$ cat src/rtl/core/swdh_pkg.sv
// Package for the serial wire debug host transfer engine.
// Holds the phase type, sub-operation codes, wire sequences and word layouts.
// Depends on nothing.
package swdh_pkg;

   // Number of high clocks in a line reset.
   localparam logic [7:0] LINE_RESET_CLOCKS = 8'd60;

   // Widths of the packed stream words.
   localparam int REQ_DATA_W = 48;
   localparam int RSP_DATA_W = 48;
   localparam int CSR_DATA_W = 16;

   // Command modes.
   localparam logic [2:0] MODE_TRANSFER = 3'd0;
   localparam logic [2:0] MODE_LINE_RST = 3'd1;
   localparam logic [2:0] MODE_JTAG_SWD = 3'd2;
   localparam logic [2:0] MODE_WAKEUP   = 3'd3;
   localparam logic [2:0] MODE_DORMANT  = 3'd4;

   // Register indexes.
   localparam logic CSR_RETRY_LIMIT = 1'b0;
   localparam logic CSR_WAIT_TICKS  = 1'b1;

   // Acknowledge codes.
   localparam logic [2:0] ACK_OK    = 3'd1;
   localparam logic [2:0] ACK_WAIT  = 3'd2;
   localparam logic [2:0] ACK_FAULT = 3'd4;

   // Sub-operation codes: bit 1 marks an abort write, bit 0 the RDBUFF read.
   localparam logic [1:0] SUB_MAIN         = 2'd0;
   localparam logic [1:0] SUB_RDBUFF       = 2'd1;
   localparam logic [1:0] SUB_ABORT_MAIN   = 2'd2;
   localparam logic [1:0] SUB_ABORT_RDBUFF = 2'd3;

   // Wire sequences.
   localparam logic [7:0]  REQ_FIXED_BITS = 8'h81;
   localparam logic [15:0] SWD_SELECT_SEQ = 16'hE79E;
   localparam logic [7:0]  ACTIVATION     = 8'h58;
   localparam logic [15:0] SWD_TO_DORMANT = 16'hE3BC;
   localparam logic [31:0] ABORT_VALUE    = 32'h0000_001E;
   localparam logic [31:0] ALERT_WORDS [4] = '{
      32'h49CF9046, 32'hA9B4A161, 32'h97F5BBC7, 32'h45703D98
   };

   typedef enum logic [4:0] {
      PH_IDLE, PH_REQ, PH_TRN1, PH_ACK, PH_RDATA, PH_TRN2, PH_WDATA, PH_ERRZ,
      PH_PARK, PH_BACKOFF, PH_RST_HIGH, PH_RST_LOW, PH_JTAG, PH_WAKE_HIGH,
      PH_WAKE_ALERT, PH_WAKE_LOW, PH_WAKE_ACT, PH_DORM_HIGH, PH_DORM_SEQ
   } phase_type;

endpackage

$ cat src/rtl/core/swd_host_transfer_engine.sv
// Top level of the serial wire debug host transfer engine.
// Sequencer for transfers and line sequences with a registered result word.
// Depends on swdh_pkg.
//
// Usage: every word on the req_ channel is one wire clock period. It carries
// the sampled data pin and, while the host is idle, an optional command. For
// every request word exactly one response word comes back on rsp_, giving the
// pin level to drive, the drive enable, the clock pulse and the command status.
// The result is registered and appears on rsp_ in the cycle after its word is accepted.
// Throughput is one word per cycle while rsp_ takes each result; the phase
// sequencer updates in the same cycle in which a word is accepted.
// The result register stands between the channels: req_tready stays high while
// the held result is taken, and drops only while a result waits unaccepted.
// The csr_ port writes retry_limit (index 0) and wait_backoff_ticks (index 1);
// write it only while the engine is idle.
// Reset (synchronous, active high) returns the engine to idle with the host
// driving the pin, the registers at 10 and 1000, and no result pending.
// No clearing pass follows reset.
module swd_host_transfer_engine (
   input  logic clock,
   input  logic reset,
   // start_req[0], mode[3:1], access_port[4], read_not_write[5],
   // reg_addr[7:6], write_data[39:8], line_in[40], zeros above
   input  logic                                req_tvalid,
   output logic                                req_tready,
   input  logic [swdh_pkg::REQ_DATA_W-1:0]     req_tdata,
   // line_out[0], line_drive[1], swclk_pulse[2], busy_res[3], done_res[4],
   // status[5], last_ack[8:6], parity_error[9], read_data[41:10], zeros above
   output logic                                rsp_tvalid,
   input  logic                                rsp_tready,
   output logic [swdh_pkg::RSP_DATA_W-1:0]     rsp_tdata,
   input  logic                                csr_we,
   input  logic                                csr_addr,
   input  logic [swdh_pkg::CSR_DATA_W-1:0]     csr_wdata
);
   import swdh_pkg::*;

   // State registers.
   phase_type   phase_ff, phase_in;
   logic [7:0]  cnt_ff, cnt_in;
   logic [31:0] shift_ff, shift_in;
   logic        par_ff, par_in;
   logic        hdrv_ff, hdrv_in;
   logic [3:0]  att_ff, att_in;
   logic [15:0] boff_ff, boff_in;
   logic        cap_ff, cap_in;
   logic        crnw_ff, crnw_in;
   logic [1:0]  caddr_ff, caddr_in;
   logic [31:0] cwdata_ff, cwdata_in;
   logic [1:0]  sub_ff, sub_in;
   logic [2:0]  ackr_ff, ackr_in;
   logic [2:0]  sack_ff, sack_in;
   logic        perr_ff, perr_in;
   logic [3:0]  limit_ff;
   logic [15:0] wticks_ff;
   logic        rsp_valid_ff;
   logic [RSP_DATA_W-1:0] rsp_data_ff, rsp_data_in;

   // Request fields.
   logic        f_start, f_ap, f_rnw, f_lin;
   logic [2:0]  f_mode;
   logic [1:0]  f_addr;
   logic [31:0] f_wdata;
   logic        accept;

   assign f_start = req_tdata[0];
   assign f_mode  = req_tdata[3:1];
   assign f_ap    = req_tdata[4];
   assign f_rnw   = req_tdata[5];
   assign f_addr  = req_tdata[7:6];
   assign f_wdata = req_tdata[39:8];
   assign f_lin   = req_tdata[40];

   assign req_tready = !rsp_valid_ff || rsp_tready;
   assign accept     = req_tvalid && req_tready;
   assign rsp_tvalid = rsp_valid_ff;
   assign rsp_tdata  = rsp_data_ff;

   // Per-word sequencer: command start, then one wire period of the phase.
   always_comb begin
      logic        o_line, o_drive, o_clk, o_done, o_status, o_busy;
      logic [31:0] o_data;
      logic        c_ap, c_rnw, c_bad, retry;
      logic [1:0]  c_addr;
      logic [31:0] c_wdata;
      logic [7:0]  req_byte, cnt_inc;
      logic [31:0] alert;
      logic [2:0]  ack_new;
      logic [3:0]  att_new;

      phase_in  = phase_ff;
      cnt_in    = cnt_ff;
      shift_in  = shift_ff;
      par_in    = par_ff;
      hdrv_in   = hdrv_ff;
      att_in    = att_ff;
      boff_in   = boff_ff;
      cap_in    = cap_ff;
      crnw_in   = crnw_ff;
      caddr_in  = caddr_ff;
      cwdata_in = cwdata_ff;
      sub_in    = sub_ff;
      ackr_in   = ackr_ff;
      sack_in   = sack_ff;
      perr_in   = perr_ff;

      o_line   = 1'b0;
      o_drive  = hdrv_ff;
      o_clk    = 1'b0;
      o_done   = 1'b0;
      o_status = 1'b0;
      o_data   = '0;

      // Command start takes effect in the same period.
      if (phase_ff == PH_IDLE && f_start && f_mode <= MODE_DORMANT) begin
         cap_in    = f_ap;
         crnw_in   = f_rnw;
         caddr_in  = f_addr;
         cwdata_in = f_wdata;
         sub_in    = SUB_MAIN;
         att_in    = '0;
         sack_in   = '0;
         perr_in   = 1'b0;
         ackr_in   = '0;
         cnt_in    = '0;
         unique case (f_mode)
            MODE_TRANSFER: begin
               phase_in = PH_REQ;
               shift_in = '0;
               par_in   = 1'b0;
            end
            MODE_LINE_RST: phase_in = PH_RST_HIGH;
            MODE_JTAG_SWD: phase_in = PH_JTAG;
            MODE_WAKEUP:   phase_in = PH_WAKE_HIGH;
            default:       phase_in = PH_DORM_HIGH;
         endcase
      end
      o_busy = (phase_in != PH_IDLE);

      // Fields of the current transfer by sub-operation.
      c_ap    = (sub_in == SUB_MAIN) ? cap_in : 1'b0;
      c_rnw   = (sub_in == SUB_MAIN) ? crnw_in : (sub_in == SUB_RDBUFF);
      c_addr  = (sub_in == SUB_MAIN) ? caddr_in : ((sub_in == SUB_RDBUFF) ? 2'd3 : 2'd0);
      c_wdata = sub_in[1] ? ABORT_VALUE : cwdata_in;
      req_byte = REQ_FIXED_BITS | {2'b00, c_ap ^ c_rnw ^ c_addr[0] ^ c_addr[1],
                                   c_addr, c_rnw, c_ap, 1'b0};
      cnt_inc = cnt_in + 8'd1;
      alert   = ALERT_WORDS[cnt_in[6:5]];
      ack_new = '0;
      c_bad   = (ackr_in == ACK_OK) && c_rnw && par_in;
      att_new = att_in;
      retry   = 1'b0;

      unique case (phase_in)
         PH_IDLE: begin
         end
         PH_REQ: begin
            o_line = req_byte[cnt_in[2:0]]; o_drive = 1'b1; o_clk = 1'b1; hdrv_in = 1'b1;
            cnt_in = cnt_inc;
            if (cnt_inc >= 8'd8) begin
               phase_in = PH_TRN1;
               cnt_in   = '0;
            end
         end
         PH_TRN1: begin
            o_drive = 1'b0; o_clk = 1'b1;
            hdrv_in  = 1'b0;
            phase_in = PH_ACK;
            cnt_in   = '0;
            shift_in = '0;
         end
         PH_ACK: begin
            o_drive = 1'b0; o_clk = 1'b1;
            shift_in[cnt_in[1:0]] = shift_in[cnt_in[1:0]] | f_lin;
            cnt_in = cnt_inc;
            if (cnt_inc >= 8'd3) begin
               ack_new  = shift_in[2:0];
               ackr_in  = ack_new;
               shift_in = '0;
               cnt_in   = '0;
               phase_in = (ack_new == ACK_OK && c_rnw) ? PH_RDATA : PH_TRN2;
            end
         end
         PH_RDATA: begin
            o_drive = 1'b0; o_clk = 1'b1;
            par_in  = par_in ^ f_lin;
            if (cnt_in < 8'd32) begin
               shift_in[cnt_in[4:0]] = shift_in[cnt_in[4:0]] | f_lin;
               cnt_in = cnt_inc;
            end else begin
               cnt_in   = '0;
               phase_in = PH_TRN2;
            end
         end
         PH_TRN2: begin
            o_drive = 1'b0; o_clk = 1'b1;
            hdrv_in = 1'b1;
            cnt_in  = '0;
            if (ackr_in == ACK_OK) begin
               if (c_rnw) phase_in = PH_PARK;
               else begin
                  shift_in = c_wdata;
                  phase_in = PH_WDATA;
               end
            end else begin
               phase_in = PH_ERRZ;
            end
         end
         PH_WDATA: begin
            o_drive = 1'b1; o_clk = 1'b1; hdrv_in = 1'b1;
            if (cnt_in < 8'd32) begin
               o_line = shift_in[cnt_in[4:0]];
               cnt_in = cnt_inc;
            end else begin
               o_line   = ^shift_in;
               cnt_in   = '0;
               phase_in = PH_PARK;
            end
         end
         PH_ERRZ: begin
            o_drive = 1'b1; o_clk = 1'b1; hdrv_in = 1'b1;
            cnt_in = cnt_inc;
            if (cnt_inc >= 8'd32) begin
               cnt_in   = '0;
               phase_in = PH_PARK;
            end
         end
         PH_PARK: begin
            o_drive = 1'b1; o_clk = 1'b1; hdrv_in = 1'b1;
            // End of one attempt: decide on finish, RDBUFF read, retry, backoff or abort.
            if (sub_in[1]) begin
               sub_in = {1'b0, sub_in[0]};
               retry  = 1'b1;
            end else begin
               if (att_in < 4'd15) att_new = att_in + 4'd1;
               att_in  = att_new;
               sack_in = ackr_in;
               if (c_rnw) perr_in = c_bad;
               if (ackr_in == ACK_OK && !c_bad) begin
                  if (sub_in == SUB_MAIN && c_ap && c_rnw) begin
                     sub_in   = SUB_RDBUFF;
                     att_in   = '0;
                     phase_in = PH_REQ;
                     cnt_in   = '0;
                     shift_in = '0;
                     par_in   = 1'b0;
                  end else begin
                     o_done   = 1'b1;
                     o_data   = c_rnw ? shift_in : '0;
                     phase_in = PH_IDLE;
                     cnt_in   = '0;
                  end
               end else if (ackr_in == ACK_WAIT) begin
                  boff_in = wticks_ff;
                  if (wticks_ff == '0) retry = 1'b1;
                  else phase_in = PH_BACKOFF;
               end else if (ackr_in == ACK_FAULT || c_bad) begin
                  sub_in   = {1'b1, sub_in[0]};
                  phase_in = PH_REQ;
                  cnt_in   = '0;
                  shift_in = '0;
                  par_in   = 1'b0;
               end else begin
                  retry = 1'b1;
               end
            end
         end
         PH_BACKOFF: begin
            if (boff_in > '0) boff_in = boff_in - 16'd1;
            if (boff_in == '0) retry = 1'b1;
         end
         PH_RST_HIGH: begin
            o_line = 1'b1; o_drive = 1'b1; o_clk = 1'b1; hdrv_in = 1'b1;
            cnt_in = cnt_inc;
            if (cnt_inc >= LINE_RESET_CLOCKS) begin
               cnt_in   = '0;
               phase_in = PH_RST_LOW;
            end
         end
         PH_RST_LOW: begin
            o_drive = 1'b1; o_clk = 1'b1; hdrv_in = 1'b1;
            o_done   = 1'b1;
            phase_in = PH_IDLE;
            cnt_in   = '0;
         end
         PH_JTAG: begin
            o_line = SWD_SELECT_SEQ[cnt_in[3:0]]; o_drive = 1'b1; o_clk = 1'b1;
            hdrv_in = 1'b1;
            cnt_in = cnt_inc;
            if (cnt_inc >= 8'd16) begin
               cnt_in   = '0;
               phase_in = PH_RST_HIGH;
            end
         end
         PH_WAKE_HIGH: begin
            o_line = 1'b1; o_drive = 1'b1; o_clk = 1'b1; hdrv_in = 1'b1;
            cnt_in = cnt_inc;
            if (cnt_inc >= 8'd8) begin
               cnt_in   = '0;
               phase_in = PH_WAKE_ALERT;
            end
         end
         PH_WAKE_ALERT: begin
            o_line = alert[5'd31 - cnt_in[4:0]]; o_drive = 1'b1; o_clk = 1'b1;
            hdrv_in = 1'b1;
            cnt_in = cnt_inc;
            if (cnt_inc >= 8'd128) begin
               cnt_in   = '0;
               phase_in = PH_WAKE_LOW;
            end
         end
         PH_WAKE_LOW: begin
            o_drive = 1'b1; o_clk = 1'b1; hdrv_in = 1'b1;
            cnt_in = cnt_inc;
            if (cnt_inc >= 8'd4) begin
               cnt_in   = '0;
               phase_in = PH_WAKE_ACT;
            end
         end
         PH_WAKE_ACT: begin
            o_line = ACTIVATION[3'd7 - cnt_in[2:0]]; o_drive = 1'b1; o_clk = 1'b1;
            hdrv_in = 1'b1;
            cnt_in = cnt_inc;
            if (cnt_inc >= 8'd8) begin
               cnt_in   = '0;
               phase_in = PH_RST_HIGH;
            end
         end
         PH_DORM_HIGH: begin
            o_line = 1'b1; o_drive = 1'b1; o_clk = 1'b1; hdrv_in = 1'b1;
            cnt_in = cnt_inc;
            if (cnt_inc >= LINE_RESET_CLOCKS) begin
               cnt_in   = '0;
               phase_in = PH_DORM_SEQ;
            end
         end
         PH_DORM_SEQ: begin
            o_line = SWD_TO_DORMANT[cnt_in[3:0]]; o_drive = 1'b1; o_clk = 1'b1;
            hdrv_in = 1'b1;
            cnt_in = cnt_inc;
            if (cnt_inc >= 8'd16) begin
               o_done   = 1'b1;
               phase_in = PH_IDLE;
               cnt_in   = '0;
            end
         end
         default: begin
            phase_in = PH_IDLE;
            cnt_in   = '0;
         end
      endcase

      // Retry while attempts remain, else report failure.
      if (retry) begin
         if (att_in < limit_ff) begin
            phase_in = PH_REQ;
            cnt_in   = '0;
            shift_in = '0;
            par_in   = 1'b0;
         end else begin
            o_done   = 1'b1;
            o_status = 1'b1;
            phase_in = PH_IDLE;
            cnt_in   = '0;
         end
      end

      rsp_data_in = {6'd0, o_data, perr_in, sack_in, o_status, o_done, o_busy,
                     o_clk, o_drive, o_line};
   end

   // State, configuration and result registers.
   always_ff @(posedge clock) begin
      if (reset) begin
         phase_ff     <= PH_IDLE;
         cnt_ff       <= '0;
         shift_ff     <= '0;
         par_ff       <= 1'b0;
         hdrv_ff      <= 1'b1;
         att_ff       <= '0;
         boff_ff      <= '0;
         cap_ff       <= 1'b0;
         crnw_ff      <= 1'b0;
         caddr_ff     <= '0;
         cwdata_ff    <= '0;
         sub_ff       <= SUB_MAIN;
         ackr_ff      <= '0;
         sack_ff      <= '0;
         perr_ff      <= 1'b0;
         limit_ff     <= 4'd10;
         wticks_ff    <= 16'd1000;
         rsp_valid_ff <= 1'b0;
      end else begin
         if (accept) begin
            phase_ff     <= phase_in;
            cnt_ff       <= cnt_in;
            shift_ff     <= shift_in;
            par_ff       <= par_in;
            hdrv_ff      <= hdrv_in;
            att_ff       <= att_in;
            boff_ff      <= boff_in;
            cap_ff       <= cap_in;
            crnw_ff      <= crnw_in;
            caddr_ff     <= caddr_in;
            cwdata_ff    <= cwdata_in;
            sub_ff       <= sub_in;
            ackr_ff      <= ackr_in;
            sack_ff      <= sack_in;
            perr_ff      <= perr_in;
            rsp_valid_ff <= 1'b1;
         end else if (rsp_tready) begin
            rsp_valid_ff <= 1'b0;
         end
         if (csr_we) begin
            unique case (csr_addr)
               CSR_RETRY_LIMIT: limit_ff  <= csr_wdata[3:0];
               default:         wticks_ff <= csr_wdata;
            endcase
         end
      end
   end

   always_ff @(posedge clock) begin
      if (accept) rsp_data_ff <= rsp_data_in;
   end

   // A completing word always belongs to a busy command.
   a_done_busy: assert property (@(posedge clock) disable iff (reset)
      rsp_valid_ff && rsp_data_ff[4] |-> rsp_data_ff[3])
      else $error("done without busy");

   // A released pin is always clocked and reads low.
   a_release: assert property (@(posedge clock) disable iff (reset)
      rsp_valid_ff && !rsp_data_ff[1] |-> rsp_data_ff[2] && !rsp_data_ff[0])
      else $error("released pin without clock or with high level");

   // The bit counter is clear whenever the engine rests idle.
   a_idle_cnt: assert property (@(posedge clock) disable iff (reset)
      phase_ff == PH_IDLE |-> cnt_ff == '0)
      else $error("idle with bit counter set");

   // Failure is only reported with done.
   a_status: assert property (@(posedge clock) disable iff (reset)
      rsp_valid_ff && rsp_data_ff[5] |-> rsp_data_ff[4])
      else $error("status without done");

endmodule
$ cat config.mk
export PLATFORM = sky130hd
export DESIGN_NAME = swd_host_transfer_engine
export DESIGN_NICKNAME = d
export VERILOG_FILES = /design/src/rtl/core/swdh_pkg.sv /design/src/rtl/core/swd_host_transfer_engine.sv
export SDC_FILE = /design/constraint.sdc
export NUM_CORES = 1
export LEC_CHECK = 0
export ABC_AREA = 1
export BUFFER_PORTS_ARGS = -buffer_cell sky130_fd_sc_hd__buf_4
export CAP_MARGIN = 0
export CORE_ASPECT_RATIO = 0.8
export CORE_MARGIN = 4
export CORE_UTILIZATION = 55
export CTS_CLUSTER_SIZE = 8
export DETAILED_ROUTE_END_ITERATION = 8
export GPL_TIMING_DRIVEN = 0
export PLACE_DENSITY_LB_ADDON = 0.3
export SYNTH_ARGS = -nofsm -noshare
export SYNTH_HDL_FRONTEND = slang
export SYNTH_SLANG_ARGS = --single-unit
$ cat constraint.sdc
create_clock -name clock -period 10.5 [get_ports clock]
set_input_delay 1.575 -clock clock [delete_from_list [all_inputs] [get_ports clock]]
set_output_delay 1.575 -clock clock [all_outputs]
set_load 0.02 [all_outputs]
==> results of run 1 <==
-- kinds of logic (layout without fill, tap and decap cells) --
logic type,count (synthesis),count (layout),synth area share (%)
other cells,1,6,0.0297
fa+ha+maj,18,18,1.78
mux,15,15,1.19
buf+inv,306,444,10.0
flops,175,175,31.0
xor+xnor,43,43,3.13
compound gates,394,394,17.8
simple gates,1035,1035,35.0
-- path summary, 6_finish.rpt --
kind	start	to	slack, ns	cells past startpoint
min reg2reg	cwdata_ff[25]$_SDFFE_PP0P_	cwdata_ff[25]$_SDFFE_PP0P_	0.45	2
max	req_tdata[0]	phase_ff[1]$_SDFFE_PP0P_	5.01	22
min	cwdata_ff[25]$_SDFFE_PP0P_	cwdata_ff[25]$_SDFFE_PP0P_	0.45	2
max reg2reg	phase_ff[4]$_SDFFE_PP0P_	phase_ff[1]$_SDFFE_PP0P_	5.77	22
-- power by group --
part / leakage [nW] / switching, mW / total, mW / internal (mW)
sequential: 1.51 / 0.0519 / 0.824 / 0.772
clock: 0.306 / 0.338 / 0.681 / 0.343
combinational: 4.95 / 1.13 / 1.66 / 0.536
-- through the flow --
step / utilization, % / std cells / hold WS [ns]
after floorplan: - / 1992 / 0.425
after global placement: 61.3 / 2403 / 0.433
after detailed placement: 61.4 / 2404 / 0.439
after CTS: 64.2 / 2436 / 0.452
after global routing: 64.2 / 2436 / 0.478
final: 64.2 / 2436 / 0.450
-- final cells by class --
cell class	count	area (um2)
Fill cell	2173	8090
Multi-Input combinational cell	1511	7470
Sequential cell	175	3920
Timing Repair Buffer	106	808
Inverter	204	766
Buffer	102	500
Clock buffer	19	464
Tap cell	306	383
Clock inverter	13	164
-- worst max-delay path, stage by stage --
cell and delay (ns):
buf_4 0.08, nand2_1 0.07, nor2_4 0.18, nand3_4 0.22, nand2_2 0.21, buf_2 0.24, clkbuf_1 0.39, clkbuf_1 0.42
inv_1 0.11, ha_1 0.30, nand2_1 0.10, nor2_1 0.08, and2_1 0.14, nand2_1 0.05, nand2_1 0.12, nor3_1 0.65
nand2_1 0.25, nand3_1 0.21, o21ai_0 0.11, nand2_1 0.11, nand2_1 0.06, a21oi_1 0.14
-- layer usage --
| layer | share of wire [%] | up-vias |
|---|---|---|
| li1 | - | 6772 |
| met1 | 42 | 6469 |
| met2 | 39 | 999 |
| met3 | 16 | 107 |
| met4 | 2.3 | 0 |
| met5 | 0 | - |
-- flip-flops by register name, summed over array words and instances (netlist names), 2 cells and up --
signal / count
phase_ff: 5
ackr_ff: 3
caddr_ff: 2
limit_ff: 4
wticks_ff: 16
shift_ff: 32
sub_ff: 2
sack_ff: 3
rsp_tdata: 42
cwdata_ff: 32
cnt_ff: 8
att_ff: 4
boff_ff: 16
-- placed cells by master (no fill, tap or decap), types with 8 or more instances in the layout --
cell type  instances
xor2_1            20
clkbuf_16         18
nor2_1           255
clkbuf_1          54
dfxtp_1          133
a31oi_1           11
o21ai_2           11
edfxtp_1          42
nor3_1            15
buf_2             26
mux2i_1           15
nand4_1           14
nand2_2           16
o31ai_1            9
a21oi_1          129
inv_1            173
o21ai_1           14
nand3_1          170
buf_4            115
ha_1              18
xnor2_1           22
o21ai_0          161
inv_2             28
nand2_1          520
nor2_4             8
o211ai_1          22
nor2_2            10
==> summary.md, run 1 <==
| Metric | Value |
|---|---|
| Count leader, synth | nand2_1 |
| Placed inst area | 0.0138 mm2 |
| Hold Crit Class | register to register |
| Final Skew | 0.0133 ns |
| Cell area after synthesis | 0.0126 mm2 |
| CP required | 10.87 ns |
| Number of antenna-violating nets in the routed design | 0 |
| DRC Markers | 0 |
| Ports | 120 |
| Placed wire-length estimate | 35.5 mm |
| Core box area | 0.0226 mm2 |
| Worst vdd ir | 137 uV |
| Fraction of synthesis flops using an asynchronous set or reset pin | 0% |
| H-tree depth | 4 |
| Met3 global-route usage | 14.3% |
| Final setup margin | 5.01 ns |
| Drt total wl | 46.3 mm |
| Overall Global Routing Usage | 35.6% |
| Area grow syn2layout | 14.6% |
| Vias in the first global route | 12900 |
| CTS Buf Count | 17 |
| Setup CP Type | input port to register |
| Fin crit period | 5.49 ns |
| CTS tree | done |
| Nets | 2205 |
| Number of port buffers | 105 |
| # diodes | 0 |
| Fmax | 182 MHz |
| Period utilisation layout | 52.3% |
| Post-CTS setup buffers | 0 |
| Pins Over Slew Limit | 0 |
| Synth Flop Type | dfxtp_1 |
| Most Crowded Layer GR | met1 |
| Layout Cell Area excl Fill | 0.0145 mm2 |
| Max cap viols | 0 |
| Root buf cell | clkbuf_16 |
| Initial antenna violation count | 0 |
| Avg Cell Area, Syn | 6.36 um2 |
| Gr ovfl total | 0 |
| Register bit total from synthesis | 175 |
| Synth top area share | 21.1% |
| Number of library cell types mapped by synthesis | 60 |
| Area contributors post-synth | dfxtp_1 21%, nand2_1 15%, edfxtp_1 10% |
| LEAKAGE | 6.77 nW |
| Worst Tran Pin Value | 0.830 ns |
| Router iterations before antenna repair | 8 |
| Cell count after synthesis | 1987 |
| Clock latency on the worst-skew pair | 0.46 ns |
| GRT met2 Usage | 49.3% |
| GR Layer Usage met1 | 51.5% |
| Critical path arrival | 5.86 ns |
| Crit path launch type | input port |
| # rows | 49 |
| Outcome | finished clean |
| Top cells by instance count after synthesis | 520 x nand2_1, 255 x nor2_1, 173 x inv_1 |
| Final number of setup-violating endpoints | 0 |
| Full die area | 0.0255 mm2 |
| Routed vias | 14300 |
| RSZ-0062 raised after global routing | false |
| Initial Utilization | 56.0% |
| Largest area contributor in the netlist | dfxtp_1 |
| Number of synthesized flops with an enable pin | 42 |
| Clock transition at the registers of the reported paths | 0.08 ns |
| Sink Count | 175 |
| Maximum clock insertion buffer count | 2 |
| Rel. slew slack | 44.7% |
| Layout cells sized above 1 | 13.1% |
| Total power | 3.17 mW |
| Kind of end point of the critical path | register |
| Die W | 177 um |
| Fin. Hold Viols | 0 |
| Fin Setup TNS | 0 ns |
| Post-DR wirelength/cell | 19.0 um |
| Gpl congestion | 1.03 |
| Via density | 5.89 |
| Place WS | 4.77 ns |
| Chip height | 144 um |
| Pwr dens | 219 mW/mm2 |
| Seq/Total Area, Yosys | 31.0% |
| First-pass GRT wire length | 70.9 mm |
| Synth Warn # | 0 |
| Initial DRC Count | 2319 |
| Post-CTS sizing | 0 |
| Largest net degree at the start of global routing | 39 |
| CP Max Fanout | 10 |
| Hold Buf Count CTS | 0 |
No activity file was read; power rests on OpenSTA's default activity.
==> run 2: changes to the inputs <==
- ABC_AREA: 1 -> 0
- clock period: 10.5 -> 5.7 ns (I/O delays scaled with it)
==> summary.md, run 2 <==
| Metric | Value |
|---|---|
| Cell count after synthesis | 1609 (-19%) |
| # rows | 48 (-2.0%) |
| First-pass GRT wire length | 74.5 mm (+5.1%) |
| Top cells by instance count after synthesis | 259 x nand2_1, 180 x a21oi_1, 133 x dfxtp_1 |
| Worst Tran Pin Value | 1.10 ns (+0.274 ns) |
| Setup slack, reg-to-reg | 0.12 ns (-5.65 ns) |
| Synth Flop Type | dfxtp_1 |
| Routed wl met2 | 19.8 mm (+10%) |
| Overall Global Routing Usage | 39.2% (+3.5 points) |
| Clock transition at the registers of the reported paths | 0.08 ns (about the same) |
| Routed vias | 14000 (-2.6%) |
| Fin. Hold Viols | 0 (unchanged) |
| Sink Count | 175 (unchanged) |
| Maximum clock insertion buffer count | 2 (unchanged) |
| Gr ovfl total | 0 (unchanged) |
| Via density | 6.90 (+17%) |
| Max FFs per register | 42 (unchanged) |
| Clock latency on the worst-skew pair | 0.45 ns (about the same) |
| Ports | 120 (unchanged) |
| Cell area after synthesis | 0.0120 mm2 (-4.9%) |
| Pwr dens | 256 mW/mm2 (+17%) |
| Fmax | 178 MHz |
| Hold Crit Class | register to register |
| Most common cell after layout, fill and taps aside | nand2_1 |
| Pins Over Slew Limit | 0 (unchanged) |
| Layout cells sized above 1 | 12.0% (-1.1 points) |
| Final number of setup-violating endpoints | 0 (unchanged) |
| Avg Cell Area, Syn | 7.47 um2 (+17%) |
| Post-Route Utilization | 64.6% (+0.47 points) |
| Number of antenna-violating nets in the routed design | 0 (unchanged) |
| Die W | 173 um (-2.4%) |
| Fin Setup TNS | 0 ns (unchanged) |
| Number of library cell types mapped by synthesis | 83 (+38%) |
| Worst vdd ir | 197 uV (+44%) |
| Root buf cell | clkbuf_16 |
| Hold Buf Count CTS | 0 (unchanged) |
| RSZ-0062 raised after global routing | false |
| Chip height | 140 um (-2.3%) |
| Number of port buffers | 104 (-0.95%) |
| Rel. slew slack | 25.7% (-19 points) |
| Met3 WL | 8.28 mm (+8.9%) |
| Initial DRC Count | 2340 (+0.91%) |
| Setup CP Type | input port to register |
| LEAKAGE | 4.95 nW (-27%) |
| Count leader, synth | nand2_1 |
| DRC Markers | 0 (unchanged) |
| Core box area | 0.0215 mm2 (-4.7%) |
| Synth top area share | 22.2% (+1.1 points) |
| Fraction of synthesis flops using an asynchronous set or reset pin | 0% (unchanged) |
| CTS Buf Count | 17 (unchanged) |
| Synth Warn # | 0 (unchanged) |
| CP Max Fanout | 10 (unchanged) |
| Crit path launch type | input port |
| CP required | 6.08 ns (-4.79 ns) |
| Critical path arrival | 5.99 ns (+0.13 ns) |
| Gpl congestion | 1.06 (+2.6%) |
| Met1 wire length | 20.2 mm (+2.9%) |
| Kind of end point of the critical path | register |
| Full die area | 0.0243 mm2 (-4.6%) |
| Outcome | finished clean |
| Top layer in use | met4 |
| # diodes | 0 (unchanged) |
| Seq/Total Area, Yosys | 32.6% (+1.6 points) |
| Nets | 1827 (-17%) |
| Max cap viols | 0 (unchanged) |
| Period utilisation layout | 98.5% |
| H-tree depth | 4 (unchanged) |
| Most frequent cells in the layout | 259 x nand2_1, 179 x a21oi_1, 132 x dfxtp_1 |
| Placed wire-length estimate | 37.7 mm (+6.1%) |
| Area grow syn2layout | 15.6% |
| Fin crit period | 5.61 ns |
| CTS tree | done |
| Initial Utilization | 55.9% (-0.11 points) |
| Drt total wl | 50.0 mm (+8.0%) |
| Router iterations before antenna repair | 8 (unchanged) |
| Final Skew | 0.0106 ns (-0.00264 ns) |
| Area contributors post-synth | dfxtp_1 22%, edfxtp_1 10%, nand2_1 8.1% |
| Post-DR wirelength/cell | 24.7 um (+30%) |
| Largest net degree at the start of global routing | 33 (-15%) |
| Number of synthesized flops with an enable pin | 42 (unchanged) |
| Largest area contributor in the netlist | dfxtp_1 |
| Register bit total from synthesis | 175 (unchanged) |
| Initial antenna violation count | 1 (+1) |
| Vias in the first global route | 12700 (-1.7%) |
==> run 2: changes by cell type after synthesis, sizes merged, moves of 32 or more <==
cell,change
inv,-174
o21ai,-89
nand2b,+33
a21oi,+46
nand2,-278
and2,+41
clkbuf,+44
nor3,+32
nand3,-142
nor2,-158
==> run 2: critical path, stage by stage <==
cell and delay [ns]:
buf_4 0.11, nor4b_4 0.56, nand3_4 0.19, clkbuf_2 0.30, clkbuf_2 0.32, clkbuf_4 0.31
nand2_1 0.12, inv_1 0.05, ha_1 0.25, a31oi_1 0.32, a31oi_2 0.13, a21oi_1 0.19
o21ai_0 0.17, ha_1 0.33, o21a_1 0.13, o21a_1 0.12, o21ai_0 0.08, o21a_1 0.26
a21oi_2 0.34, nand2_1 0.10, a311oi_1 0.55, a221o_1 0.20
==> run 2: final timing paths <==
kind,cells after the start,start,end
max,22,req_tdata[0],shift_ff[31]$_SDFFE_PP0P_
min reg2reg,2,cwdata_ff[22]$_SDFFE_PP0P_,cwdata_ff[22]$_SDFFE_PP0P_
min,2,cwdata_ff[22]$_SDFFE_PP0P_,cwdata_ff[22]$_SDFFE_PP0P_
max reg2reg,19,phase_ff[4]$_SDFFE_PP0P_,shift_ff[31]$_SDFFE_PP0P_
==> run 2: area by class of cell <==
class                           count  area (um2)
Buffer                            124         527
Clock inverter                     15         184
Clock buffer                       17         425
Sequential cell                   175        3930
Timing Repair Buffer              108         823
Inverter                           27         101
Multi-Input combinational cell   1286        7570
Tap cell                          275         344
Fill cell                        1946        7600
==> run 2: what timing repair did <==
action,4_1_cts,5_1_grt
setup buffers,0,3
pin swaps,1,1
gates resized for setup,14,19
setup endpoints to repair,52,47
==> run 2: per-layer routing <==
metal  GRT usage [%]  up-vias
met5               0        -
met4            12.4        0
met3            16.0      193
met2            54.3     1189
met1            55.4     6465
li1                -     6133
==> run 2: kinds of logic (layout without fill, tap and decap cells) <==
logic type | count (synthesis) | count (layout) | synth area share (%)
muxes | 18 | 18 | 1.78
AOI/OAI and AO/OA | 513 | 513 | 27.1
adders and majority gates | 18 | 18 | 1.87
and+or+nand+nor | 689 | 689 | 28.4
buffers and inverters | 153 | 291 | 5.12
other | 1 | 6 | 0.0312
xor gates and xnor gates | 42 | 42 | 3.06
DFF | 175 | 175 | 32.6
==> run 2: power by group <==
group,internal [mW],switching [mW]
combinational,0.306,0.644
sequential,1.32,0.0440
clock,0.603,0.641
==> run 2: metrics by stage <==
stage	cells	setup WS (ns)	hold WS [ns]	power [mW]	instance area, um2
global placement	1993	-1.88	0.437	2.27	13200
CTS	2024	0.0227	0.452	3.49	13800
global route	2027	0.0339	0.468	3.66	13900
floorplan	1614	0.196	0.430	1.96	12000
detailed placement	1994	-1.90	0.442	2.28	13200
finish	2027	0.0883	0.455	3.56	13900
